--- config.mk ---
export PLATFORM = sky130hd
export DESIGN_NAME = toeq_cell
export DESIGN_NICKNAME = d
export VERILOG_FILES = /design/src/hdl/toeq_pkg.sv /design/src/hdl/toeq_cell.sv
export SDC_FILE = /design/constraint.sdc
export NUM_CORES = 1
export LEC_CHECK = 0
export ABC_AREA = 1
export BUFFER_PORTS_ARGS = -buffer_cell sky130_fd_sc_hd__clkbuf_2
export CAP_MARGIN = 20
export CORE_AREA = 2 2 105 107
export CTS_BUF_LIST = sky130_fd_sc_hd__clkbuf_8 sky130_fd_sc_hd__clkbuf_16
export CTS_CLUSTER_SIZE = 20
export DETAILED_ROUTE_END_ITERATION = 6
export DIE_AREA = 0 0 107 109
export PLACE_DENSITY_LB_ADDON = 0.15
export SLEW_MARGIN = 10
export SYNTH_ARGS = -nofsm -noshare
export SYNTH_HDL_FRONTEND = slang
export SYNTH_SLANG_ARGS = --single-unit
--- constraint.sdc ---
create_clock -name i_clk -period 3.15 [get_ports i_clk]
set_input_delay 0.1575 -clock i_clk [delete_from_list [all_inputs] [get_ports i_clk]]
set_output_delay 0.1575 -clock i_clk [all_outputs]
set_load 0.005 [all_outputs]
--- src/hdl/toeq_pkg.sv ---
// Shared types and constants for the timestamp-ordered event queue.
package toeq_pkg;

    // Queue capacity and derived widths
    localparam int QUEUE_DEPTH = 64;
    localparam int CNT_W       = $clog2(QUEUE_DEPTH + 1);

    // Field widths
    localparam int TIME_W      = 31;
    localparam int PROC_W      = 8;
    localparam int TRANS_W     = 3;
    localparam int COUNT_OUT_W = 7;

    // Stream word widths (packed fields, padded to whole bytes)
    localparam int IN_DATA_W   = 48;
    localparam int OUT_DATA_W  = 88;

    // Operation codes carried in the input tuser
    localparam logic MODE_INSERT = 1'b0;
    localparam logic MODE_POP    = 1'b1;

    // One stored event
    typedef struct packed {
        logic [TIME_W-1:0]  time_stamp;
        logic [PROC_W-1:0]  proc_id;
        logic [TRANS_W-1:0] trans;
    } t_event;

    // Command broadcast to every cell
    typedef struct packed {
        logic   insert;
        logic   pop;
        t_event ev;
    } t_cmd;

    // What a cell shows its neighbors and the top level
    typedef struct packed {
        logic              occ;
        logic              keep;
        t_event            ev;
        logic              nxt_occ;
        logic [TIME_W-1:0] nxt_time;
    } t_link;

endpackage

--- src/hdl/toeq_cell.sv ---
// One slot of the sorted shift-register queue.
module toeq_cell (
    input  logic            i_clk,
    input  logic            i_rst_n,
    input  toeq_pkg::t_cmd  i_cmd,
    input  toeq_pkg::t_link i_prev,
    input  toeq_pkg::t_link i_next,
    output toeq_pkg::t_link o_link
);
    import toeq_pkg::*;

    logic   r_occ;
    t_event r_ev;
    logic   n_occ;
    t_event n_ev;
    logic   w_keep;

    // Stay in place on insert when occupied and not later than the new event
    assign w_keep = r_occ && (r_ev.time_stamp <= i_cmd.ev.time_stamp);

    // Pick next slot content: hold, take new event, shift up, or shift down
    always_comb begin
        n_occ = r_occ;
        n_ev  = r_ev;
        if (i_cmd.insert) begin
            n_occ = r_occ | i_prev.occ;
            if (w_keep) begin
                n_ev = r_ev;
            end else if (i_prev.keep) begin
                n_ev = i_cmd.ev;
            end else begin
                n_ev = i_prev.ev;
            end
        end else if (i_cmd.pop) begin
            n_occ = i_next.occ;
            n_ev  = i_next.ev;
        end
    end

    // Occupied flag is control state; event payload needs no reset
    always_ff @(posedge i_clk) begin
        if (!i_rst_n) begin
            r_occ <= 1'b0;
        end else begin
            r_occ <= n_occ;
        end
    end

    always_ff @(posedge i_clk) begin
        r_ev <= n_ev;
    end

    assign o_link.occ      = r_occ;
    assign o_link.keep     = w_keep;
    assign o_link.ev       = r_ev;
    assign o_link.nxt_occ  = n_occ;
    assign o_link.nxt_time = n_ev.time_stamp;

endmodule

==> metrics.json, run 1 <==
{
  "outcome": {
    "result_of_the_run": "complete, no violations"
  },
  "clock_tree": {
    "post-cts-setup-buffers": 0,
    "clk-insertion-delay-late_ps": 300,
    "cts.reportedPaths.clkPinSlew_ps": 90,
    "htreeDepth": 2,
    "clock_path_buffers": 2,
    "cts_buffers": 5,
    "postCtsResizedCells": 0,
    "cts.sink_count": 43,
    "cts_hold_repair.buffers": 0,
    "tritoncts": "built",
    "clk_root_buffer_cell": "sky130_fd_sc_hd__clkbuf_8"
  },
  "sta": {
    "highest_clock_rate_ghz": 0.349,
    "unrepaired_setup_endpoints_after_global_routing": "no",
    "timing.max_slew.rel_slack_pct": 38.0,
    "number_of_max_slew_violations_in_the_final_report": 0,
    "tightestPinTransition_ps": 924,
    "timing.final.crit_share_pct": 91.0,
    "final_hold_viol_count": 0,
    "min_hold_slack_ps": 77.1,
    "setup_tns_ps": 0,
    "timing.clock.skew_ps": 4.10,
    "setup-violations-final": 0,
    "final_setup_slack_of_the_worst_path_ps": 283,
    "timing.final.crit_period_ps": 2870
  },
  "cells_and_area": {
    "fillCellCount": 1168,
    "n_antenna_cell": 0,
    "layout-drive-gt1-share_pct": 32.8,
    "design.final.nets": 965,
    "area_growth_pct": 25.8
  },
  "synthesis": {
    "yosys.area.top_type_share_pct": 16.7,
    "ys_seq_area_share_pct": 25.4,
    "postSynth.asyncResetShare_pct": 0,
    "synth.top_cells.by_count": "147 x sky130_fd_sc_hd__nand2_1, 78 x sky130_fd_sc_hd__inv_1, 64 x sky130_fd_sc_hd__nand3_1, 64 x sky130_fd_sc_hd__o21ai_0, 41 x sky130_fd_sc_hd__a21oi_1",
    "syn_avg_cell_area_um2": 6.57,
    "yosysWarnings": 0,
    "post_synthesis_instance_area_mm2": 0.00383,
    "synth-edff-count": 11,
    "primary_flip_flop_cell_chosen_by_synthesis_mapping": "sky130_fd_sc_hd__dfxtp_1",
    "postSynthCellCount": 582,
    "mappedNetlistNets": 811,
    "synth_seq_cells": 43,
    "post-synth-top-count-cell": "sky130_fd_sc_hd__nand2_1",
    "synth_top_cell_by_area": "sky130_fd_sc_hd__dfxtp_1",
    "ys_top_cells_by_area": "sky130_fd_sc_hd__dfxtp_1 17%, sky130_fd_sc_hd__nand2_1 14%, sky130_fd_sc_hd__ha_1 10%, sky130_fd_sc_hd__edfxtp_1 8.6%, sky130_fd_sc_hd__nand3_1 8.4%",
    "yosysUniqueCellTypes": 26
  },
  "pwr": {
    "ir_drop_v": 0.000241,
    "total_power_mw": 1.96,
    "netSwitchingPower_mw": 0.686,
    "power.static_leakage_nw": 2.81,
    "swShare_pct": 35.1,
    "power_share_of_the_clock_group_pct": 27.3,
    "power_frac_comb_pct": 36.8,
    "intPower_mw": 1.27,
    "power_density_mw_per_mm2": 406,
    "seq_power_share_pct": 35.8
  },
  "grt": {
    "grt_overflow_total": 0,
    "grt_usage_pct": 19.2,
    "pin_count_of_the_biggest_net_entering_global_routing": 42,
    "first_global_vias": 3875,
    "grt_antenna_before_repair": 0,
    "grt_pass1_wl_mm": 18.0
  },
  "setup_path": {
    "setup.worst_path.start_class": "flop",
    "req_time_crit_path_ps": 2990,
    "critPathMostFrequentCell": "sky130_fd_sc_hd__nand2_1",
    "crit-reg2reg-launch": "o_link[73]",
    "r2r_setup_slack_ps": 590,
    "worst_path_dominant_cell_family": "simple AND/OR/NAND/NOR gates",
    "arrival_ps": 2710,
    "crit-reg2reg-capture": "o_link[35]",
    "worstPathBufferInverterCount": 2,
    "worst-path-max-fanout": 32,
    "worstSetupEndpointType": "primary output",
    "crit_path_cell_trace": "ha_1 -> nand2_1 -> nor2_2 -> nand4_1 -> nor2_1 -> nand2_1 -> nand2_2 -> nand2_4 -> nand2_4 -> buf_4 -> nand2_1 -> nand3_1 -> nand2_1 -> clkbuf_2",
    "ff2ff_path_depth": 11,
    "timing_worst_setup_path_type": "flop to primary output",
    "critPathSlowestCell": "sky130_fd_sc_hd__buf_4",
    "critPathMaxStageDelay_ps": 350
  },
  "drt": {
    "dr_total_vias": 4117,
    "drt-pass1-iter-count": 7,
    "drc": 0,
    "totalWireLength_mm": 11.5,
    "drtAntennaViolNets": 0,
    "drt-wirelength-per-cell_um": 13.2,
    "iteration_0_drc_count_of_the_detailed_router": 174,
    "route.detailed.vias_per_inst": 4.69
  },
  "worst_hold_path": {
    "worst_hold_path_type": "input port to flop",
    "hp-start": "i_rst_n",
    "hold_path_depth": 2,
    "hold-path-endpoint": "r_occ"
  },
  "placement": {
    "portBuffers": 208,
    "place_worst_setup_slack_ps": 528,
    "hpwl_reported_at_the_end_of_detailed_placement_mm": 8.66,
    "gp_congestion": 0.752
  },
  "die": {
    "initial_core_util_pct": 36.1,
    "die_area_mm2": 0.0117,
    "fp.dieW_um": 107,
    "placement_rows": 38,
    "die_height_um": 109,
    "core_area_mm2": 0.0106,
    "io-pin-count": 274
  },
  "run": {
    "drv.max_cap_violation_count": 0
  }
}
==> cell type report <==
type                    instances  area [um^2]  area share [%]
clock buffers                   5         68.8            1.43
clock inverters                 3         67.6            1.40
inverters                      79          297            6.16
multi-input cells             392         2130            44.2
flip-flops and latches         43          972            20.2
well taps                     140          175            3.64
repair buffers                215         1110            23.0
==> cell usage in the layout (no fill, tap or decap), types with 9 or more instances in the layout <==
| cell type | synthesis | final |
|---|---|---|
| sky130_fd_sc_hd__clkbuf_2 | 0 | 208 |
| sky130_fd_sc_hd__nand2_1 | 147 | 147 |
| sky130_fd_sc_hd__inv_1 | 78 | 77 |
| sky130_fd_sc_hd__nand3_1 | 64 | 64 |
| sky130_fd_sc_hd__o21ai_0 | 64 | 64 |
| sky130_fd_sc_hd__a21oi_1 | 41 | 41 |
| sky130_fd_sc_hd__ha_1 | 31 | 31 |
| sky130_fd_sc_hd__dfxtp_1 | 32 | 31 |
| sky130_fd_sc_hd__mux2i_1 | 12 | 12 |
| sky130_fd_sc_hd__edfxtp_1 | 11 | 11 |
| sky130_fd_sc_hd__o21ai_2 | 9 | 9 |
==> layer usage <==
layer	share of wire (%)	vias up	track usage [%]
met4	0.73	0	3.99
li1	-	2159	-
met2	49	151	35.8
met3	6.7	7	4.24
met1	44	1800	22.7
met5	0	-	0
==> state kept, by name, indices dropped and copies added, names as in the netlist <==
signal / flops
r_occ: 1
o_link: 42
==> power by group through the flow <==
stage               Combinational (mW)  Sequential [mW]  Clock, mW
floorplan                        0.500            0.705          0
global placement                 0.716            0.712          0
detailed placement               0.728            0.714          0
CTS                              0.733            0.701      0.561
global route                     0.826            0.711      0.578
finish                           0.720            0.701      0.534
==> cells by family after synthesis <==
family	Yosys count	share of synthesized area, %
muxes	12	3.14
AOI/OAI and AO/OA	118	16.5
buffers and inverters	147	19.0
DFF	43	25.4
adders and majority gates	31	10.1
and+or+nand+nor	231	25.8
==> stage by stage <==
step                std cells  area (um^2)  utilization, %
floorplan                 582         3830               -
global placement          869         4680            44.1
detailed placement        869         4680            44.1
CTS                       877         4810            45.4
global route              877         4810            45.4
finish                    877         4810            45.4
==> worst reg2reg max path, stage by stage (launching register included) <==
cell                      delay [ps]
sky130_fd_sc_hd__dfxtp_1         340
sky130_fd_sc_hd__ha_1            300
sky130_fd_sc_hd__nand2_1          80
sky130_fd_sc_hd__nor2_2          130
sky130_fd_sc_hd__nand4_1         150
sky130_fd_sc_hd__nor2_1          190
sky130_fd_sc_hd__nand2_1          90
sky130_fd_sc_hd__nand2_2          80
sky130_fd_sc_hd__nand2_4         150
sky130_fd_sc_hd__nand2_4         100
sky130_fd_sc_hd__nand2_2          50
sky130_fd_sc_hd__o21ai_1         520
==> worst max-delay path by stage <==
stage | start | to | slack, ps | depth (start not counted)
after floorplan | o_link[57] | o_link[32] | 880 | 14
after global placement | o_link[73] | o_link[38] | 570 | 11
after detailed placement | o_link[73] | o_link[38] | 530 | 11
after CTS | o_link[73] | o_link[30] | 190 | 14
after global routing | o_link[73] | o_link[15] | 3 | 14
final | o_link[73] | o_link[22] | 280 | 14
Power figures use the tool's default switching activity.
==> run 2, diff against run 1 <==
- BUFFER_PORTS_ARGS: -buffer_cell sky130_fd_sc_hd__clkbuf_2 -> -buffer_cell sky130_fd_sc_hd__buf_2
==> run 2 against run 1 <==
  * Register-to-register slack better by 130 ps
  * Global-route usage is 0.39 points lower
  * Sequential share of layout area is 0.053 points higher
  * Highest routed layer unchanged
  * Core utilization is 0.12 points lower
  * Largest cell class unchanged
  * Worst hold slack better by 4.9 ps
  * Maximum frequency is 3.9% higher
  * Critical path type unchanged
  * Clock skew is 5.1 ps higher
  * Power is 0.21% lower
  * Design area is 0.26% lower
  * Cell count stayed put
  * Combinational power is 0.8% lower
==> metrics.json, run 2 (same netlist as run 1, synthesis figures left out) <==
{
  "cells_and_area": {
    "most-common-layout-cells": "208 x sky130_fd_sc_hd__buf_2, 147 x sky130_fd_sc_hd__nand2_1, 77 x sky130_fd_sc_hd__inv_1",
    "area_growth_pct": 25.5,
    "design.final.nets": {"value": 965, "change": "unchanged"},
    "largest_register_ffs": {"value": 42, "change": "unchanged"},
    "finalInstanceArea": {"value": 0.00480, "unit": "mm^2", "change": "-0.26%"},
    "n_antenna_cell": {"value": 0, "change": "unchanged"},
    "layout-drive-gt1-share": {"value": 32.8, "unit": "%", "change": "unchanged"},
    "layout_commonest_cell": "sky130_fd_sc_hd__buf_2"
  },
  "pwr": {
    "seq_power_share": {"value": 35.8, "unit": "%", "change": "about the same"},
    "ir_drop": {"value": 0.000189, "unit": "V", "change": "-21%"},
    "netSwitchingPower": {"value": 0.683, "unit": "mW", "change": "-0.50%"},
    "swShare": {"value": 35.0, "unit": "%", "change": "-0.10 points"},
    "power_share_of_the_clock_group": {"value": 27.6, "unit": "%", "change": "+0.3 points"},
    "power_frac_comb": {"value": 36.6, "unit": "%", "change": "-0.2 points"},
    "power.static_leakage": {"value": 2.77, "unit": "nW", "change": "-1.6%"},
    "intPower": {"value": 1.27, "unit": "mW", "change": "about the same"},
    "power_density": {"value": 406, "unit": "mW/mm^2", "change": "about the same"}
  },
  "drt": {
    "drc": {"value": 0, "change": "unchanged"},
    "drtAntennaViolNets": {"value": 0, "change": "unchanged"},
    "iteration_0_drc_count_of_the_detailed_router": {"value": 158, "change": "-9.2%"},
    "dr_total_vias": {"value": 4129, "change": "+0.29%"},
    "route.detailed.vias_per_inst": {"value": 4.71, "change": "+0.29%"},
    "drt-pass1-iter-count": {"value": 4, "change": "-3"},
    "totalWireLength": {"value": 11.5, "unit": "mm", "change": "-0.68%"},
    "drt-wirelength-per-cell": {"value": 13.1, "unit": "um", "change": "-0.68%"}
  },
  "setup_path": {
    "timing_worst_setup_path_type": "flop to primary output",
    "worstSetupEndpointType": "primary output",
    "setup.worst_path.start_class": "flop",
    "worst_path_dominant_cell_family": "simple AND/OR/NAND/NOR gates",
    "crit_path_cell_trace": "ha_1 -> nand2_1 -> nor2_2 -> nand4_1 -> nor2_1 -> nand3b_1 -> nand2_4 -> buf_4 -> nand3_1 -> nand3_1 -> nand2_1 -> buf_2",
    "worstPathBufferInverterCount": {"value": 2, "change": "unchanged"},
    "worst-path-max-fanout": {"value": 31, "change": "-3.1%"},
    "r2r_setup_slack": {"value": 720, "unit": "ps", "change": "+130 ps"},
    "crit-reg2reg-capture": "o_link[35]",
    "ff2ff_path_depth": {"value": 11, "change": "unchanged"},
    "critPathSlowestCell": "sky130_fd_sc_hd__buf_4",
    "arrival": {"value": 2600, "unit": "ps", "change": "-110 ps"},
    "req_time_crit_path": {"value": 2990, "unit": "ps", "change": "about the same"},
    "critPathMaxStageDelay": {"value": 370, "unit": "ps", "change": "+20 ps"},
    "crit-reg2reg-launch": "o_link[73]"
  },
  "sta": {
    "number_of_max_slew_violations_in_the_final_report": {"value": 0, "change": "unchanged"},
    "setup_tns": {"value": 0, "unit": "ps", "change": "unchanged"},
    "timing.final.crit_period": {"value": 2760, "unit": "ps", "change": "-107 ps"},
    "timing.final.crit_share": {"value": 87.6, "unit": "%", "change": "-3.4 points"},
    "setup-violations-final": {"value": 0, "change": "unchanged"},
    "timing.clock.skew": {"value": 9.19, "unit": "ps", "change": "+5.09 ps"},
    "timing.max_slew.rel_slack": {"value": 33.6, "unit": "%", "change": "-4.4 points"},
    "highest_clock_rate": {"value": 0.362, "unit": "GHz", "change": "+3.9%"},
    "final_hold_viol_count": {"value": 0, "change": "unchanged"},
    "tightestPinTransition": {"value": 996, "unit": "ps", "change": "+71.8 ps"},
    "final_setup_slack_of_the_worst_path": {"value": 390, "unit": "ps", "change": "+107 ps"},
    "unrepaired_setup_endpoints_after_global_routing": "no"
  },
  "worst_hold_path": {
    "hp-start": "i_next[55]",
    "hold_path_depth": {"value": 3, "change": "+1"},
    "worst_hold_path_type": "input port to flop",
    "hold-path-endpoint": "o_link[55]"
  },
  "grt": {
    "pin_count_of_the_biggest_net_entering_global_routing": {"value": 63, "change": "+50%"},
    "grt_usage": {"value": 18.8, "unit": "%", "change": "-0.39 points"},
    "first_global_vias": {"value": 3783, "change": "-2.4%"},
    "grt_overflow_total": {"value": 0, "change": "unchanged"},
    "grt_pass1_wl": {"value": 17.7, "unit": "mm", "change": "-1.7%"},
    "grt_antenna_before_repair": {"value": 0, "change": "unchanged"}
  },
  "outcome": {
    "result_of_the_run": "complete, no violations"
  },
  "clock_tree": {
    "post-cts-setup-buffers": {"value": 0, "change": "unchanged"},
    "clk-insertion-delay-late": {"value": 300, "unit": "ps", "change": "about the same"},
    "clk_root_buffer_cell": "sky130_fd_sc_hd__clkbuf_8",
    "cts_buffers": {"value": 5, "change": "unchanged"},
    "cts.sink_count": {"value": 43, "change": "unchanged"},
    "tritoncts": "built",
    "cts_hold_repair.buffers": {"value": 0, "change": "unchanged"},
    "htreeDepth": {"value": 2, "change": "unchanged"},
    "postCtsResizedCells": {"value": 0, "change": "unchanged"},
    "clock_path_buffers": {"value": 2, "change": "unchanged"},
    "cts.reportedPaths.clkPinSlew": {"value": 100, "unit": "ps", "change": "about the same"}
  },
  "die": {
    "initial_core_util": {"value": 36.1, "unit": "%", "change": "unchanged"},
    "io-pin-count": {"value": 274, "change": "unchanged"},
    "die_height": {"value": 109, "unit": "um", "change": "unchanged"},
    "core_area": {"value": 0.0106, "unit": "mm^2", "change": "unchanged"},
    "fp.dieW": {"value": 107, "unit": "um", "change": "unchanged"},
    "placement_rows": {"value": 38, "change": "unchanged"},
    "die_area": {"value": 0.0117, "unit": "mm^2", "change": "unchanged"}
  },
  "placement": {
    "gp_congestion": {"value": 0.740, "change": "-1.6%"},
    "detailed_place.area": {"value": 0.00467, "unit": "mm^2", "change": "-0.27%"},
    "hpwl_reported_at_the_end_of_detailed_placement": {"value": 8.50, "unit": "mm", "change": "-1.9%"},
    "place_worst_setup_slack": {"value": 662, "unit": "ps", "change": "+134 ps"},
    "portBuffers": {"value": 208, "change": "unchanged"}
  },
  "run": {
    "drv.max_cap_violation_count": {"value": 0, "change": "unchanged"}
  }
}
==> run 2: cell types whose count changed in the layout (fill, tap and decap cells not counted), sizes merged <==
| cell | change |
|---|---|
| clkbuf | -208 |
| buf | +208 |
==> run 2: worst max-delay path by stage <==
stage | start | to | slack (ps) | cells after the start
finish | o_link[73] | o_link[20] | 390 | 12
detailed placement | o_link[73] | o_link[20] | 660 | 12
global placement | o_link[73] | o_link[38] | 690 | 11
floorplan | o_link[57] | o_link[32] | 880 | 14
global route | o_link[73] | o_link[15] | 130 | 14
CTS | o_link[73] | o_link[20] | 320 | 14
==> run 2: final cells by class <==
cell class / instances / area, um^2
Multi-Input combinational cell: 392 / 2130
Timing Repair Buffer: 215 / 1090
Clock buffer: 5 / 68.8
Inverter: 79 / 297
Fill cell: 1123 / 5800
Clock inverter: 3 / 67.6
Tap cell: 140 / 175
Sequential cell: 43 / 972
==> run 2: power by group through the flow <==
| stage | Clock (mW) | Combinational (mW) | Sequential, mW |
|---|---|---|---|
| 2_1_floorplan | 0 | 0.500 | 0.705 |
| 3_3_place_gp | 0 | 0.712 | 0.709 |
| 3_5_place_dp | 0 | 0.723 | 0.711 |
| 4_1_cts | 0.560 | 0.727 | 0.699 |
| 5_1_grt | 0.583 | 0.819 | 0.709 |
| 6_report | 0.539 | 0.714 | 0.698 |
==> run 2: worst min-delay path, cell delays in order <==
cell                      delay [ps]
sky130_fd_sc_hd__buf_2            70
sky130_fd_sc_hd__o21ai_0          60
sky130_fd_sc_hd__nand2_1          70
==> run 2: metal layers <==
metal  vias up  part of all wire, %  wire length (um)  track usage [%]
li1       2160                    -                 -                -
met1      1816                   44              5010             23.3
met2       143                   48              5550             33.7
met3        10                  6.9               793             4.06
met4         0                 0.95               109             4.08
met5         -                    0                 0                0
==> run 2: stage by stage <==
step / utilization (%) / power [mW] / instances / hold slack [ps]
after floorplan: - / 1.21 / 582 / 310
after global placement: 44.0 / 1.42 / 869 / 387
after detailed placement: 44.0 / 1.43 / 869 / 395
after CTS: 45.3 / 1.99 / 877 / 69.2
after global routing: 45.3 / 2.11 / 877 / 83.3
final: 45.3 / 1.95 / 877 / 82.0
